[src/hdl/css_pkg.sv]
// shared types, codes and helpers for the caseless substring search core
// no dependencies; imported by every module of the block
package css_pkg;

    // tuser selector of a slave-side request
    localparam logic CMD_LOAD = 1'b0;
    localparam logic CMD_TEXT = 1'b1;

    localparam int IDX_W    = 5;
    localparam int BYTE_W   = 8;
    localparam int LEN_CFG_W = 6;
    localparam int OFS_W    = 16;
    localparam int S_DATA_W = 16;
    localparam int M_DATA_W = 24;

    // control broadcast to every cell of the row
    typedef struct packed {
        logic step;   // text byte compared this cycle
        logic flush;  // vector cleared this cycle
    } t_cell_ctl;

    // only upper-case ascii letters fold
    function automatic logic [BYTE_W-1:0] fold_byte(input logic [BYTE_W-1:0] b);
        logic [BYTE_W-1:0] r;
        r = b;
        if (b >= 8'h41 && b <= 8'h5A) begin
            r = b + 8'h20;
        end
        return r;
    endfunction

endpackage

[src/hdl/css_cell.sv]
// one pattern position: folded pattern byte and its partial-match bit
// depends on css_pkg
module css_cell
    import css_pkg::*;
(
    input  logic              i_clk,
    input  logic              i_rst_n,
    input  logic              i_wr,
    input  logic [BYTE_W-1:0] i_wdata,
    input  logic [BYTE_W-1:0] i_text,
    input  t_cell_ctl         i_ctl,
    input  logic              i_en,
    input  logic              i_prev,
    output logic              o_pm,
    output logic              o_hit
);

    logic [BYTE_W-1:0] r_pat;
    logic              r_pm;
    logic              n_pm;

    always_ff @(posedge i_clk) begin
        if (i_wr) begin
            r_pat <= i_wdata;
        end
    end

    assign o_hit = i_en && i_prev && (r_pat == i_text);

    always_comb begin
        n_pm = r_pm;
        if (i_ctl.flush) begin
            n_pm = 1'b0;
        end else if (i_ctl.step) begin
            n_pm = o_hit;
        end
    end

    always_ff @(posedge i_clk) begin
        if (!i_rst_n) begin
            r_pm <= 1'b0;
        end else begin
            r_pm <= n_pm;
        end
    end

    assign o_pm = r_pm;

endmodule

[src/hdl/caseless_substring_search_core.sv]
// channel  | dir | signals                              | payload
// slave    | in  | i_s_tvalid o_s_tready tdata tuser tlast | index, byte / cmd / last
// master   | out | o_m_tvalid i_m_tready tdata          | found, offset, too_long
// config   | in  | i_cfg_we i_cfg_wdata                 | pattern_length
// one request per cycle while the slave side is not stalled; a row of PATTERN_MAX cells compares each text byte
// the result shows in the cycle after the last text byte, from the output register
// the slave side stalls only while that output register is full and not taken
// reset clears the match vector, count, flags and length; pattern bytes are kept
// depends on css_pkg and css_cell
module caseless_substring_search_core
    import css_pkg::*;
#(
    parameter int PATTERN_MAX = 32,
    parameter int TEXT_MAX    = 65536
) (
    input  logic                 i_clk,
    input  logic                 i_rst_n,
    input  logic                 i_s_tvalid,
    output logic                 o_s_tready,
    input  logic [S_DATA_W-1:0]  i_s_tdata,   // [4:0] pattern_index, [12:5] data_byte
    input  logic                 i_s_tuser,   // [0] cmd
    input  logic                 i_s_tlast,
    output logic                 o_m_tvalid,
    input  logic                 i_m_tready,
    output logic [M_DATA_W-1:0]  o_m_tdata,   // [0] found, [16:1] match_offset, [17] too_long
    input  logic                 i_cfg_we,
    input  logic [LEN_CFG_W-1:0] i_cfg_wdata
);

    localparam int CNT_W = $clog2(TEXT_MAX + 1);
    localparam int LEN_W = $clog2(PATTERN_MAX + 1);
    localparam int OW    = (CNT_W > OFS_W) ? CNT_W : OFS_W;

    logic [LEN_CFG_W-1:0] r_len;
    logic [CNT_W-1:0]     r_cnt, n_cnt;
    logic                 r_seen, n_seen;
    logic [OFS_W-1:0]     r_ofs, n_ofs;
    logic                 r_ovf, n_ovf;
    logic                 r_out_valid;
    logic [M_DATA_W-1:0]  r_out_data, n_out_data;

    logic [LEN_W-1:0]       len_act;
    logic [PATTERN_MAX-1:0] pm, hit;
    logic                   acc, is_text, over, last_hit;
    logic [IDX_W-1:0]       idx;
    logic [BYTE_W-1:0]      byte_f;
    logic [OW-1:0]          ofs_full;
    t_cell_ctl              ctl;

    assign o_s_tready = !r_out_valid || i_m_tready;
    assign acc        = i_s_tvalid && o_s_tready;
    assign is_text    = acc && (i_s_tuser == CMD_TEXT);
    assign idx        = i_s_tdata[IDX_W-1:0];
    assign byte_f     = fold_byte(i_s_tdata[IDX_W +: BYTE_W]);
    assign over       = (32'(r_cnt) >= TEXT_MAX);

    assign len_act = (32'(r_len) > PATTERN_MAX) ? LEN_W'(PATTERN_MAX) : LEN_W'(r_len);

    assign ctl.step  = is_text && !over;
    assign ctl.flush = is_text && (over || i_s_tlast);

    always_ff @(posedge i_clk) begin
        if (!i_rst_n) begin
            r_len <= '0;
        end else if (i_cfg_we) begin
            r_len <= i_cfg_wdata;
        end
    end

    for (genvar g = 0; g < PATTERN_MAX; g++) begin : g_cell
        css_cell u_cell (
            .i_clk   (i_clk),
            .i_rst_n (i_rst_n),
            .i_wr    (acc && (i_s_tuser == CMD_LOAD) && (32'(idx) == g)),
            .i_wdata (byte_f),
            .i_text  (byte_f),
            .i_ctl   (ctl),
            .i_en    (32'(len_act) > g),
            .i_prev  ((g == 0) ? 1'b1 : pm[(g == 0) ? 0 : g - 1]),
            .o_pm    (pm[g]),
            .o_hit   (hit[g])
        );
    end

    // pick the bit of the last pattern position in use
    always_comb begin
        last_hit = 1'b0;
        for (int i = 0; i < PATTERN_MAX; i++) begin
            if (32'(len_act) == i + 1) begin
                last_hit = hit[i];
            end
        end
    end

    assign ofs_full = OW'(r_cnt) + OW'(1) - OW'(len_act);

    always_comb begin
        n_cnt  = r_cnt;
        n_seen = r_seen;
        n_ofs  = r_ofs;
        n_ovf  = r_ovf;
        if (is_text) begin
            if (over) begin
                n_ovf = 1'b1;
            end else begin
                n_cnt = r_cnt + CNT_W'(1);
                if (len_act != '0 && last_hit && !r_seen) begin
                    n_seen = 1'b1;
                    n_ofs  = ofs_full[OFS_W-1:0];
                end
            end
        end
    end

    always_ff @(posedge i_clk) begin
        if (!i_rst_n) begin
            r_cnt  <= '0;
            r_seen <= 1'b0;
            r_ofs  <= '0;
            r_ovf  <= 1'b0;
        end else if (is_text && i_s_tlast) begin
            r_cnt  <= '0;
            r_seen <= 1'b0;
            r_ofs  <= '0;
            r_ovf  <= 1'b0;
        end else begin
            r_cnt  <= n_cnt;
            r_seen <= n_seen;
            r_ofs  <= n_ofs;
            r_ovf  <= n_ovf;
        end
    end

    always_ff @(posedge i_clk) begin
        if (!i_rst_n) begin
            r_out_valid <= 1'b0;
        end else if (is_text && i_s_tlast) begin
            r_out_valid <= 1'b1;
        end else if (i_m_tready) begin
            r_out_valid <= 1'b0;
        end
    end

    always_comb begin
        n_out_data = '0;
        if (len_act == '0) begin
            n_out_data[0] = 1'b1;
        end else begin
            n_out_data[0]       = n_seen;
            n_out_data[OFS_W:1] = n_seen ? n_ofs : '0;
        end
        n_out_data[OFS_W+1] = n_ovf;
    end

    always_ff @(posedge i_clk) begin
        if (is_text && i_s_tlast) begin
            r_out_data <= n_out_data;
        end
    end

    assign o_m_tvalid = r_out_valid;
    assign o_m_tdata  = r_out_data;

endmodule

[config.mk]
export PLATFORM = sky130hd
export DESIGN_NAME = caseless_substring_search_core
export DESIGN_NICKNAME = d
export VERILOG_FILES = /design/src/hdl/css_pkg.sv /design/src/hdl/css_cell.sv /design/src/hdl/caseless_substring_search_core.sv
export SDC_FILE = /design/constraint.sdc
export NUM_CORES = 1
export LEC_CHECK = 0
export BUFFER_PORTS_ARGS = -buffer_cell sky130_fd_sc_hd__clkbuf_2
export CAP_MARGIN = 20
export CORE_MARGIN = 2
export CORE_UTILIZATION = 30
export DETAILED_ROUTE_END_ITERATION = 16
export HOLD_SLACK_MARGIN = 0.1
export PLACE_DENSITY_LB_ADDON = 0.12
export SYNTH_ARGS = -nofsm -noshare
export SYNTH_HDL_FRONTEND = slang
export SYNTH_SLANG_ARGS = --single-unit
[constraint.sdc]
create_clock -name i_clk -period 6.2 [get_ports i_clk]
set_input_delay 0.31 -clock i_clk [delete_from_list [all_inputs] [get_ports i_clk]]
set_output_delay 0.31 -clock i_clk [all_outputs]
set_load 0.01 [all_outputs]
==> After elaboration in Yosys (flattened, before gate mapping) <==
Index checks and enable logic that the tools add are counted.
{ "op_classes": {"eq_ne": 95, "reduce_logical": 117, "mux": 44, "shift": 0, "magnitude_cmp": 36, "addsub": 3, "multipliers": 0, "bitwise": 4, "div": 0} }
{ "ops": {"columns": ["op", "n"], "rows": [
  ["equality test 8 bit", 32],
  ["logical AND 1 bit", 104],
  ["equality test 6 x 5 -> 1 bit, second input constant", 16],
  ["greater-than comparator 6 x 5 -> 1 bit, second input constant", 16],
  ["equality test 5 bit, second input constant", 16],
  ["equality test 6 x 4 -> 1 bit, second input constant", 8],
  ["greater-than comparator 6 x 4 -> 1 bit, second input constant", 8],
  ["2-to-1 mux 16 bit", 3],
  ["equality test 5 x 4 -> 1 bit, second input constant", 8],
  ["2-to-1 mux 1 bit", 39],
  ["equality test 6 x 3 -> 1 bit, second input constant", 4],
  ["greater-than comparator 6 x 3 -> 1 bit, second input constant", 4],
  ["equality test 5 x 3 -> 1 bit, second input constant", 4],
  ["adder 17 x 1 -> 17 bit, second input constant", 1],
  [">= comparator 17 bit, second input constant", 1],
  ["subtractor 16 x 6 -> 16 bit", 1],
  ["equality test 6 x 2 -> 1 bit, second input constant", 2],
  ["greater-than comparator 6 x 1 -> 1 bit, second input constant", 2],
  ["greater-than comparator 6 x 2 -> 1 bit, second input constant", 2],
  ["equality test 5 x 2 -> 1 bit, second input constant", 2],
  ["adder 8 x 6 -> 8 bit, second input constant", 1],
  [">= comparator 8 x 7 -> 1 bit, second input constant", 1],
  ["less-or-equal comparator 8 x 7 -> 1 bit, second input constant", 1],
  ["2-to-1 mux 8 bit", 1],
  ["other kinds (14)", 22]
]} }
{ "word_totals": {"mem_bits_rw": 0, "latchBits": 0, "romBits": 0, "mem_count": 0, "regBits": 347, "elab_cells": 371} }

==> Depth between registers and ports, before layout <==
Gate-level depths: netlist of run 1.
{ "logic_depth": {"word_depth": 44, "depth_mapped": 18} }

==> Modules after synthesis <==
Synthesis of run 1 repeated with hierarchy kept, for this count alone.
{ "unflattened": {"hier_cells": 1334, "area_unflattened_um2": 16739.8} }
{ "modules_own_cells": {"columns": ["module", "area_per_inst_um2", "cells_per_inst", "n_inst"], "rows": [
  ["css_cell", 382.9, 24, 32],
  ["caseless_substring_search_core", 4488.1, 566, 1]
]} }

==> Least setup slack after synthesis of run 1 <==
Ideal clock, no wire load.
{ "synth_timing": {"kind": "input port to flip-flop", "start": "in i_s_tdata[7]", "end": "reg r_out_data[3], in the netlist o_m_tdata[3], data pin", "arrival_ns": 3.824, "cell_stages": 16, "n_path_buf": 4, "path_slack_ns": 2.232, "cell_sequence": "buf_2 -> nor3b_1 -> a22o_1 -> nor2_2 -> inv_1 -> buf_1 -> xnor2_1 -> nand4_1 -> nor2_1 -> a211oi_1 -> or4b_4 -> o21ai_4 -> nand4_1 -> buf_6 -> buf_6 -> o21ai_1"} }
{ "synth_between": {"elab_chain_len": 44, "word_cells_on_any_way": 111} }
{ "synth_lines": {"columns": ["item", "line_no", "source"], "rows": [
  ["start, declared", "caseless_substring_search_core.sv:20", "input logic [S_DATA_W-1:0] i_s_tdata,"],
  [">= comparator 8 x 7 -> 1 bit or less-or-equal comparator 8 x 7 -> 1 bit (tied branches)", "css_pkg.sv:26", "if (b >= 8'h41 && b <= 8'h5A) begin"],
  ["logical AND 1 bit", "css_pkg.sv:26", null],
  ["2-to-1 mux 8 bit *", "css_pkg.sv:26", null],
  ["named net byte_f[6]", "caseless_substring_search_core.sv:46", "logic [BYTE_W-1:0] byte_f;"],
  ["equality test 8 bit", "css_cell.sv:28", "assign o_hit = i_en && i_prev && (r_pat == i_text);"],
  ["logical AND 1 bit", "css_cell.sv:28", null],
  ["2-to-1 mux 1 bit (31 in a row)", "caseless_substring_search_core.sv:89", "if (32'(len_act) == i + 1) begin"],
  ["2-to-1 mux 1 bit *", "caseless_substring_search_core.sv:89", null],
  ["logical AND 1 bit * (2 in a row)", "caseless_substring_search_core.sv:107", "if (len_act != '0 && last_hit && !r_seen) begin"],
  ["2-to-1 mux 1 bit", "caseless_substring_search_core.sv:107", null],
  ["2-to-1 mux 1 bit", "caseless_substring_search_core.sv:103", "if (over) begin"],
  ["2-to-1 mux 1 bit", "caseless_substring_search_core.sv:102", "if (is_text) begin"],
  ["NOT 1 bit (no line)", null, null],
  ["OR reduction 2 bit (no line)", null, null],
  ["end signal, assigned", "caseless_substring_search_core.sv:157", "r_out_data <= n_out_data;"],
  ["end, declared", "caseless_substring_search_core.sv:40", "logic [M_DATA_W-1:0] r_out_data, n_out_data;"]
]} }
Mark *: on every way through the listed nets, which the timed path passes. The rest lies on a longest branch.
A chain may end at the register's enable or synchronous reset.

==> Worst setup path in the final report of run 1 <==
{ "layout_timing": {"start": "reg r_len[4]", "end": "reg r_out_data[1], in the netlist o_m_tdata[1], data pin"} }
{ "layout_between": {"elab_chain_len": 43, "word_cells_on_any_way": 174} }
{ "layout_lines": {"columns": ["item", "line_no", "source"], "rows": [
  ["start, declared", "caseless_substring_search_core.sv:34", "logic [LEN_CFG_W-1:0] r_len;"],
  ["start signal, assigned", "caseless_substring_search_core.sv:66", "r_len <= i_cfg_wdata;"],
  ["greater-than comparator 6 bit", "caseless_substring_search_core.sv:57", "assign len_act = (32'(r_len) > PATTERN_MAX) ? LEN_W'(PATTERN_MAX) : LEN_W'(r_len);"],
  ["2-to-1 mux 6 bit *", "caseless_substring_search_core.sv:57", null],
  ["greater-than comparator 6 x 1 -> 1 bit", "caseless_substring_search_core.sv:78", ".i_en (32'(len_act) > g),"],
  ["logical AND 1 bit", "css_cell.sv:28", null],
  ["2-to-1 mux 1 bit or logical AND 1 bit (tied branches)", "caseless_substring_search_core.sv:89, css_cell.sv:28", null],
  ["2-to-1 mux 1 bit (31 in a row)", "caseless_substring_search_core.sv:89", null],
  ["logical AND 1 bit (2 in a row)", "caseless_substring_search_core.sv:107", null],
  ["2-to-1 mux 1 bit", "caseless_substring_search_core.sv:107", null],
  ["2-to-1 mux 1 bit", "caseless_substring_search_core.sv:103", null],
  ["2-to-1 mux 1 bit", "caseless_substring_search_core.sv:102", null],
  ["NOT 1 bit (no line)", null, null],
  ["OR reduction 2 bit (no line)", null, null]
]} }
Every way passes the cells marked *; elsewhere a longest branch is shown, timed or not.

==> run metrics, run 1 <==
Routed WL=51670 um; Yosys top cell area share=48.34%; Top delay family on crit path=compound AO/OA/AOI/OAI gates; Leak=6.571 nW; setup violators final=0; GP Congestion=0.8633; final setup TNS=0 ns; vias per cell=5.023; hpwl dp=35110 um; Initial Utilization=30.25%; crit path cell chain=a41oi_1 -> nor4b_1 -> o2111ai_1 -> a222oi_1 -> o21ai_1 -> a221oi_2 -> o211ai_1 -> or4b_4 -> o21ai_4 -> nand4_1 -> buf_4 -> o21ai_1; Ys Warns=0; vias in the first global route=11410; CTS tree=built; Worst Hold Class=primary input to register; number of cells on the critical path=12; synth top area cells=edfxtp_1 (48%), dfxtp_1 (8.6%), xnor2_1 (7.5%); final core occ=34.83%; # port buffers=45; Async SR Flop Fraction=0%; final total power=5.543 mW; number of synthesized register bits=347; status=completed; Max-cap violations=0; Worst-Margin Slew=1.046 ns; Crit Path Category=register to register; pins over their slew limit=0; antenna-violating nets left=0; hold depth=3; synthesized area per cell=11.36 sq um; Max H-tree Level=2; first-pass GRT wire length=76550 um; Setup crit end kind=register; pwr dens=282.8 nW/um^2; IO Pins=55; initial antenna violation count=2; period utilization=76.45%; element type at the critical path start=register; clock root buffer=clkbuf_16; Post-synth top cells=edfxtp_1 (274), xnor2_1 (146), nand2_1 (137); CP Buf/Inv Count=1; Area Overhead vs Synth=15.16%; DR pass1 iterations=5; highest fanout seen on the critical path=18; Setup Fix Bufs, Post-CTS=0; FMAX=211.0 MHz; Nets=1588; routed length per instance=22.08 um; share of post-route cells with drive strength above 1=10.86%; unrepaired setup endpoints after global routing=no; crit path DAT=5.14 ns; Slowest-stage cell, CP=dfxtp_1; GR Overflow Total=0; Post-Place Setup Slack=1.029 ns; Synth area leader=edfxtp_1; CTS resizes=0; Via Count=11750; crit-path max cell delay=0.82 ns; post-synth cell types=84; synthesized instance count=1499; number of remaining DRC errors=0; core box area=56280 sq um; Reg clk slew, reported paths=0.06 ns; Slew Limit Headroom=30.29%; Die W=242.2 um; Die ar.=58660 sq um; initial DRC count=984; largest net degree at the start of global routing=49; total CTS buffers=43; clk_lat worst skew=0.57 ns; Most common cell on crit path=o21ai_1; Setup WS post-layout=1.460 ns; Tmin final=4.740 ns; Crit path required time=6.60 ns; reg2reg path depth=12; register area share after synthesis=56.92%; chip height=242.2 um; clock tree sinks=347; Final Hold Viols=0; Mapped Area=17020 sq um; Top FF cell, synth=edfxtp_1; Post-synth EDFFs=274; maximum vdd drop=0.1995 mV; Rows=87; Clock Tree Buf Depth=3; Antenna diodes=0; most numerous cell in the Yosys netlist=edfxtp_1; Layout Skew=0.02548 ns; Overall Global Routing Usage=17.45%
-- cells by family after synthesis --
| group | Yosys count | share of synthesized area, % |
|---|---|---|
| compound gates | 216 | 9.086 |
| xor+xnor | 262 | 13.48 |
| fa+ha+maj | 10 | 0.7792 |
| buf+inv | 122 | 3.175 |
| flops | 347 | 56.92 |
| mux | 28 | 1.654 |
| other cells | 1 | 0.02203 |
| simple gates | 513 | 14.88 |
-- stage by stage --
| step | instance area [sq um] | hold slack [ns] | std cells |
|---|---|---|---|
| global route | 19600 | 0.1518 | 2340 |
| CTS | 19590 | 0.1091 | 2339 |
| floorplan | 17040 | 0.4089 | 1504 |
| global placement | 18150 | 0.4434 | 2253 |
| detailed placement | 18150 | 0.4503 | 2253 |
| finish | 19600 | 0.1388 | 2340 |
-- registers in the layout (all words and copies together), names as in the netlist --
| name | cells |
|---|---|
| r_len | 6 |
| o_m_tdata | 18 |
| r_ofs | 16 |
| g_cell.u_cell.o_pm | 31 |
| r_cnt | 17 |
| r_ovf | 1 |
| g_cell.u_cell.r_pat | 256 |
| r_seen | 1 |
| o_m_tvalid | 1 |
-- worst reg2reg max path, cell delays in order, from the launching register on --
cell	delay (ns)
dfxtp_1	0.82
a41oi_1	0.39
nor4b_1	0.39
o2111ai_1	0.17
a222oi_1	0.43
o21ai_1	0.24
a221oi_2	0.24
o211ai_1	0.23
or4b_4	0.59
o21ai_4	0.45
nand4_1	0.16
buf_4	0.27
o21ai_1	0.18
-- final timing paths --
kind,end,slack [ns],startpoint
worst max-delay path,o_m_tdata[1]$_SDFFCE_PP0P_,1.46,r_len[4]$_SDFFE_PN0P_
worst min-delay path,o_m_tvalid$_SDFFE_PN0P_,0.14,i_s_tlast
worst max register to register,o_m_tdata[1]$_SDFFCE_PP0P_,1.46,r_len[4]$_SDFFE_PN0P_
worst min register to register,g_cell[19].u_cell.o_pm$_SDFFE_PP0P_,0.46,g_cell[19].u_cell.o_pm$_SDFFE_PP0P_
-- routing by layer --
metal | GRT usage [%] | routed length (um)
met3 | 3.035 | 2727
met2 | 27.22 | 22990
met1 | 24.26 | 24290
met5 | 0 | 13
met4 | 6.409 | 1645
-- what timing repair did --
item / 4_1_cts / 5_1_grt
endpoints found under the setup margin: 0 / 0
hold buffers: 6 / 0
endpoints found under the hold margin: 6 / 0
-- cell usage in the layout, fill, tap and decap left out, types with 14 or more instances in the layout --
cell type / n
buf_4: 47
nand3_1: 30
o21ai_0: 30
a22oi_1: 14
xnor2_1: 146
dfxtp_1: 73
clkbuf_2: 40
clkbuf_1: 17
nor4_1: 34
inv_1: 25
and3_1: 14
clkbuf_16: 44
nor2b_1: 18
nand2b_1: 16
mux2i_1: 27
nand2_1: 136
nand4_1: 53
xor2_1: 116
nor3_1: 33
nor2_1: 121
a21oi_1: 48
edfxtp_1: 274
-- final cells by class --
type | count | area (sq um)
Sequential cell | 347 | 9689
Inverter | 26 | 97.59
Fill cell | 5679 | 36680
Clock buffer | 65 | 1220
Tap cell | 756 | 945.9
Timing Repair Buffer | 96 | 665.6
Multi-Input combinational cell | 1035 | 6824
Clock inverter | 15 | 160.2
-- power breakdown --
part | leakage, nW | internal [mW] | switching (mW)
Clock | 0.666 | 1.48 | 0.997
Combinational | 2.83 | 0.161 | 0.350
Sequential | 3.07 | 2.54 | 0.0162
(Power assumes the default switching activity.)
==> inputs of run 2 (changes only) <==
==> constraint.sdc (replaced) <==
create_clock -name i_clk -period 3.85 [get_ports i_clk]
set_input_delay 0.1925 -clock i_clk [delete_from_list [all_inputs] [get_ports i_clk]]
set_output_delay 0.1925 -clock i_clk [all_outputs]
set_load 0.01 [all_outputs]
==> run metrics, run 2 (synthesis results as in run 1) <==
status=completed; GR Overflow Total=0; Setup WS post-layout=0.1669 ns; CTS tree=built; Switch Pwr=2.213 mW; highest fanout seen on the critical path=12; Via Count=12140; clock network power share=43.4%; final setup TNS=0 ns; most frequent cells in the layout=edfxtp_1 (274), xnor2_1 (146), nand2_1 (136); Die W=242.2 um; period utilization=95.66%; DR pass1 iterations=6; met1 usage=24.97%; Register-to-Register Setup Slack=0.17 ns; Slew Limit Headroom=30.85%; unrepaired setup endpoints after global routing=no; core box area=56280 sq um; most common cell after layout, fill and taps aside=edfxtp_1; Antenna diodes=0; first-pass GRT wire length=78600 um; Die ar.=58660 sq um; Rows=87; global routing's busiest layer=met2; crit path DAT=4.13 ns; Setup Fix Bufs, Post-CTS=0; number of remaining DRC errors=0; switching share of power=24.81%; logic gate share of total power=10.6%; WHS=0.1345 ns; Max H-tree Level=2; pwr dens=432.2 nW/um^2; IO Pins=55; Layout Skew=0.02052 ns; initial antenna violation count=0; Initial Utilization=30.25%; initial DRC count=1130; M2 GR Usage=28.15%; M3 GR Usage=3.301%; chip height=242.2 um; sequential share of power=46.0%; setup violators final=0; Max-cap violations=0; Final Hold Viols=0; Crit Path Category=register to register; pins over their slew limit=0; routed length per instance=21.53 um; share of post-route cells with drive strength above 1=16.75%; Nets=1701; Clock Tree Buf Depth=3; clock tree sinks=347; GP Congestion=0.8935; antenna-violating nets left=0; hpwl dp=37350 um; Leak=7.164 nW; max reg flops=256; clk_lat worst skew=0.58 ns; largest net degree at the start of global routing=42; Area Overhead vs Synth=21.25%; clock root buffer=clkbuf_16; Setup crit end kind=register; Worst-Margin Slew=1.033 ns; maximum vdd drop=0.2942 mV; Crit path required time=4.30 ns; vias per cell=4.951; Routed WL=52800 um; Post-Place Setup Slack=-0.3669 ns; vias in the first global route=11900; element type at the critical path start=register; internal power=6.707 mW; total CTS buffers=42; FMAX=271.5 MHz; final core occ=36.67%; largest register by flop count=g_cell.u_cell.r_pat; Worst Hold Class=primary input to register; Reg clk slew, reported paths=0.06 ns; Overall Global Routing Usage=17.93%; # port buffers=45; Tmin final=3.683 ns
-- run 2: routing by layer --
metal  wire length, um  up-vias  part of all wire, %
li1                  -     5771                    -
met2             23530      352                   45
met3              3116       80                  5.9
met5                 0        -                    0
met4              1433        0                  2.7
met1             24720     5938                   47
-- run 2: power by group through the flow --
stage,Clock (mW),Sequential (mW),Combinational (mW)
finish,3.87,4.10,0.945
floorplan,0,4.18,0.514
global placement,0,4.18,0.915
CTS,4.01,4.10,0.948
detailed placement,0,4.18,0.921
global route,4.13,4.10,1.03
-- run 2: worst max-delay path: stages (launching register included) --
cell and delay (ns):
dfxtp_1 0.43, buf_4 0.22, a41oi_2 0.09, nor4b_2 0.31, o2111ai_1 0.14, a222oi_1 0.40, buf_4 0.20, o21ai_1 0.10
a221oi_2 0.19, o211ai_1 0.16, or4b_4 0.57, o21ai_4 0.21, nand4_1 0.16, buf_4 0.24, mux2i_1 0.14
-- run 2: area by class of cell --
type	instances	area, sq um
well taps	756	945.9
repair buffers	210	1693
multi-input cells	1035	6870
flip-flops and latches	347	9689
clock buffers	58	1171
inverters	26	97.59
clock inverters	20	171.4
fillers	5568	35640
-- run 2: repair_timing --
item,4_1_cts,5_1_grt
hold buffers,25,0
pin swaps,0,4
endpoints found under the setup margin,15,31
resized for setup,1,12
hold endpoints to repair,16,0
gates cloned,0,0
-- run 2: stage by stage --
stage / std cells / power, mW / instance area [sq um]
global route: 2452 / 9.259 / 20640
global placement: 2347 / 5.093 / 18970
CTS: 2452 / 9.054 / 20590
finish: 2452 / 8.919 / 20640
detailed placement: 2349 / 5.100 / 18990
floorplan: 1504 / 4.694 / 17050
-- run 2: path summary, 6_finish.rpt --
kind,start,endpoint,depth (start not counted)
setup reg to reg,r_len[5]$_SDFFE_PN0P_,r_ofs[7]$_SDFF_PP0_,14
hold reg to reg,r_ofs[4]$_SDFF_PP0_,r_ofs[4]$_SDFF_PP0_,2
setup / recovery,r_len[5]$_SDFFE_PN0P_,r_ofs[7]$_SDFF_PP0_,14
hold / removal,i_s_tdata[8],g_cell[27].u_cell.r_pat[3]$_DFFE_PP_,2
==> inputs of run 3 (changes only) <==
--- a/config.mk
+++ b/config.mk
@@ -11,6 +11,7 @@
 export CORE_UTILIZATION = 30
 export DETAILED_ROUTE_END_ITERATION = 16
 export HOLD_SLACK_MARGIN = 0.1
+export MAX_ROUTING_LAYER = met4
 export PLACE_DENSITY_LB_ADDON = 0.12
 export SYNTH_ARGS = -nofsm -noshare
 export SYNTH_HDL_FRONTEND = slang
==> run metrics, run 3 (synthesis results as in run 1) <==
clock tree sinks=347; FMAX=271.4 MHz; Leak=7.183 nW; worst flop-to-flop path startpoint=r_len[4]$_SDFFE_PN0P_; Post-Place Setup Slack=-0.3726 ns; most frequent cells in the layout=edfxtp_1 (274), xnor2_1 (146), nand2_1 (136); Setup crit end kind=register; clock root buffer=clkbuf_16; highest fanout seen on the critical path=13; Routed WL=53010 um; total CTS buffers=42; Clock Tree Buf Depth=3; largest net degree at the start of global routing=42; pwr dens=438.5 nW/um^2; Tmin final=3.684 ns; GP Congestion=0.8801; Layout Skew=0.01377 ns; Reg clk slew, reported paths=0.06 ns; antenna-violating nets left=0; WHS=0.1414 ns; first-pass GRT wire length=78780 um; Slew Limit Headroom=39.35%; final total power=9.078 mW; largest register by flop count=g_cell.u_cell.r_pat; DR pass1 iterations=6; IO Pins=55; Overall Global Routing Usage=18.46%; clk_lat worst skew=0.57 ns; setup violators final=0; Setup WS post-layout=0.1657 ns; Reg-to-Reg End=r_ofs[7]$_SDFF_PP0_; Worst-Margin Slew=0.9064 ns; Die W=242.2 um; core box area=56280 sq um; max reg flops=256; vias per cell=4.962; Final Hold Viols=0; last element of the critical path=r_ofs[7]$_SDFF_PP0_; CTS tree=built; Die ar.=58660 sq um; register area=9693 sq um; Initial Utilization=30.25%; crit path DAT=4.12 ns; Rows=87; Placed Cells=2349; Register-to-Register Setup Slack=0.17 ns; element type at the critical path start=register; Nets=1700; Via Count=12160; Setup Fix Bufs, Post-CTS=0; GR Overflow Total=0; initial DRC count=993; unrepaired setup endpoints after global routing=no; multi-input logic area=6859 sq um; final core occ=36.78%; Non-Filler Instances=2451; status=completed; reg2reg path depth=15; Area Overhead vs Synth=21.62%; number of remaining DRC errors=0; most common cell after layout, fill and taps aside=edfxtp_1; hpwl dp=37330 um; chip height=242.2 um; Crit path required time=4.29 ns; vias in the first global route=11900; # port buffers=45; maximum vdd drop=0.3191 mV; fill cell count=5602; Max H-tree Level=2; beginning of the critical path=r_len[4]$_SDFFE_PN0P_; pins over their slew limit=0; routed length per instance=21.63 um; period utilization=95.70%; Worst Hold Class=primary input to register; Max-cap violations=0; share of post-route cells with drive strength above 1=16.58%; Antenna diodes=0; Crit Path Category=register to register; initial antenna violation count=0
run 3: worst min path at each step:
stage,from,end,cells after the start
CTS,i_s_tdata[8],g_cell[23].u_cell.r_pat[3]$_DFFE_PP_,2
floorplan,i_s_tdata[5],g_cell[0].u_cell.r_pat[0]$_DFFE_PP_,0
global route,i_s_tdata[8],g_cell[23].u_cell.r_pat[3]$_DFFE_PP_,2
finish,i_s_tdata[9],g_cell[29].u_cell.r_pat[4]$_DFFE_PP_,2
global placement,g_cell[19].u_cell.o_pm$_SDFFE_PP0P_,g_cell[19].u_cell.o_pm$_SDFFE_PP0P_,2
detailed placement,r_ofs[3]$_SDFF_PP0_,r_ofs[3]$_SDFF_PP0_,2
run 3: final cells by class:
| type | instances | area share [%] |
|---|---|---|
| Clock buffer | 63 | 5.845 |
| Clock inverter | 15 | 0.9248 |
| Inverter | 26 | 0.4714 |
| Multi-Input combinational cell | 1035 | 33.13 |
| Sequential cell | 347 | 46.82 |
| Tap cell | 756 | 4.569 |
| Timing Repair Buffer | 209 | 8.232 |
run 3: repair_timing:
action                                  CTS  global route
resized for setup                         1            11
endpoints found under the setup margin   13            34
pin swaps                                 1             2
hold buffers                             24             0
hold endpoints to repair                 15             0
run 3: critical path, cell delays in order (launching register included):
cell and delay [ns]:
dfxtp_1 0.34, buf_4 0.20, nor2b_1 0.15, inv_1 0.20, nor2_1 0.16, a21oi_1 0.25
nand3_1 0.16, o41ai_2 0.35, buf_4 0.18, a22o_1 0.13, o211ai_1 0.14, or4b_4 0.57
o21ai_4 0.20, nand4_1 0.15, buf_4 0.24, mux2i_1 0.14
run 3: power by group:
part	switching (mW)	total (mW)	internal (mW)
Combinational	0.589	0.945	0.357
Sequential	0.0187	4.10	4.08
Clock	1.59	4.03	2.44
run 3: stage by stage:
step / setup TNS, ns / instance area (sq um)
after floorplan: 0 / 17050
after global placement: -11.43 / 19000
after detailed placement: -10.57 / 19010
after CTS: 0 / 20660
after global routing: 0 / 20700
final: 0 / 20700
run 3: metal layers:
metal  vias up  routed length, um  GRT usage (%)
met4         0               1551          6.227
met5         -                  0              -
met3        92               2908          2.304
met1      5943              24790          25.51
met2       359              23770          28.03
li1       5767                  -              -
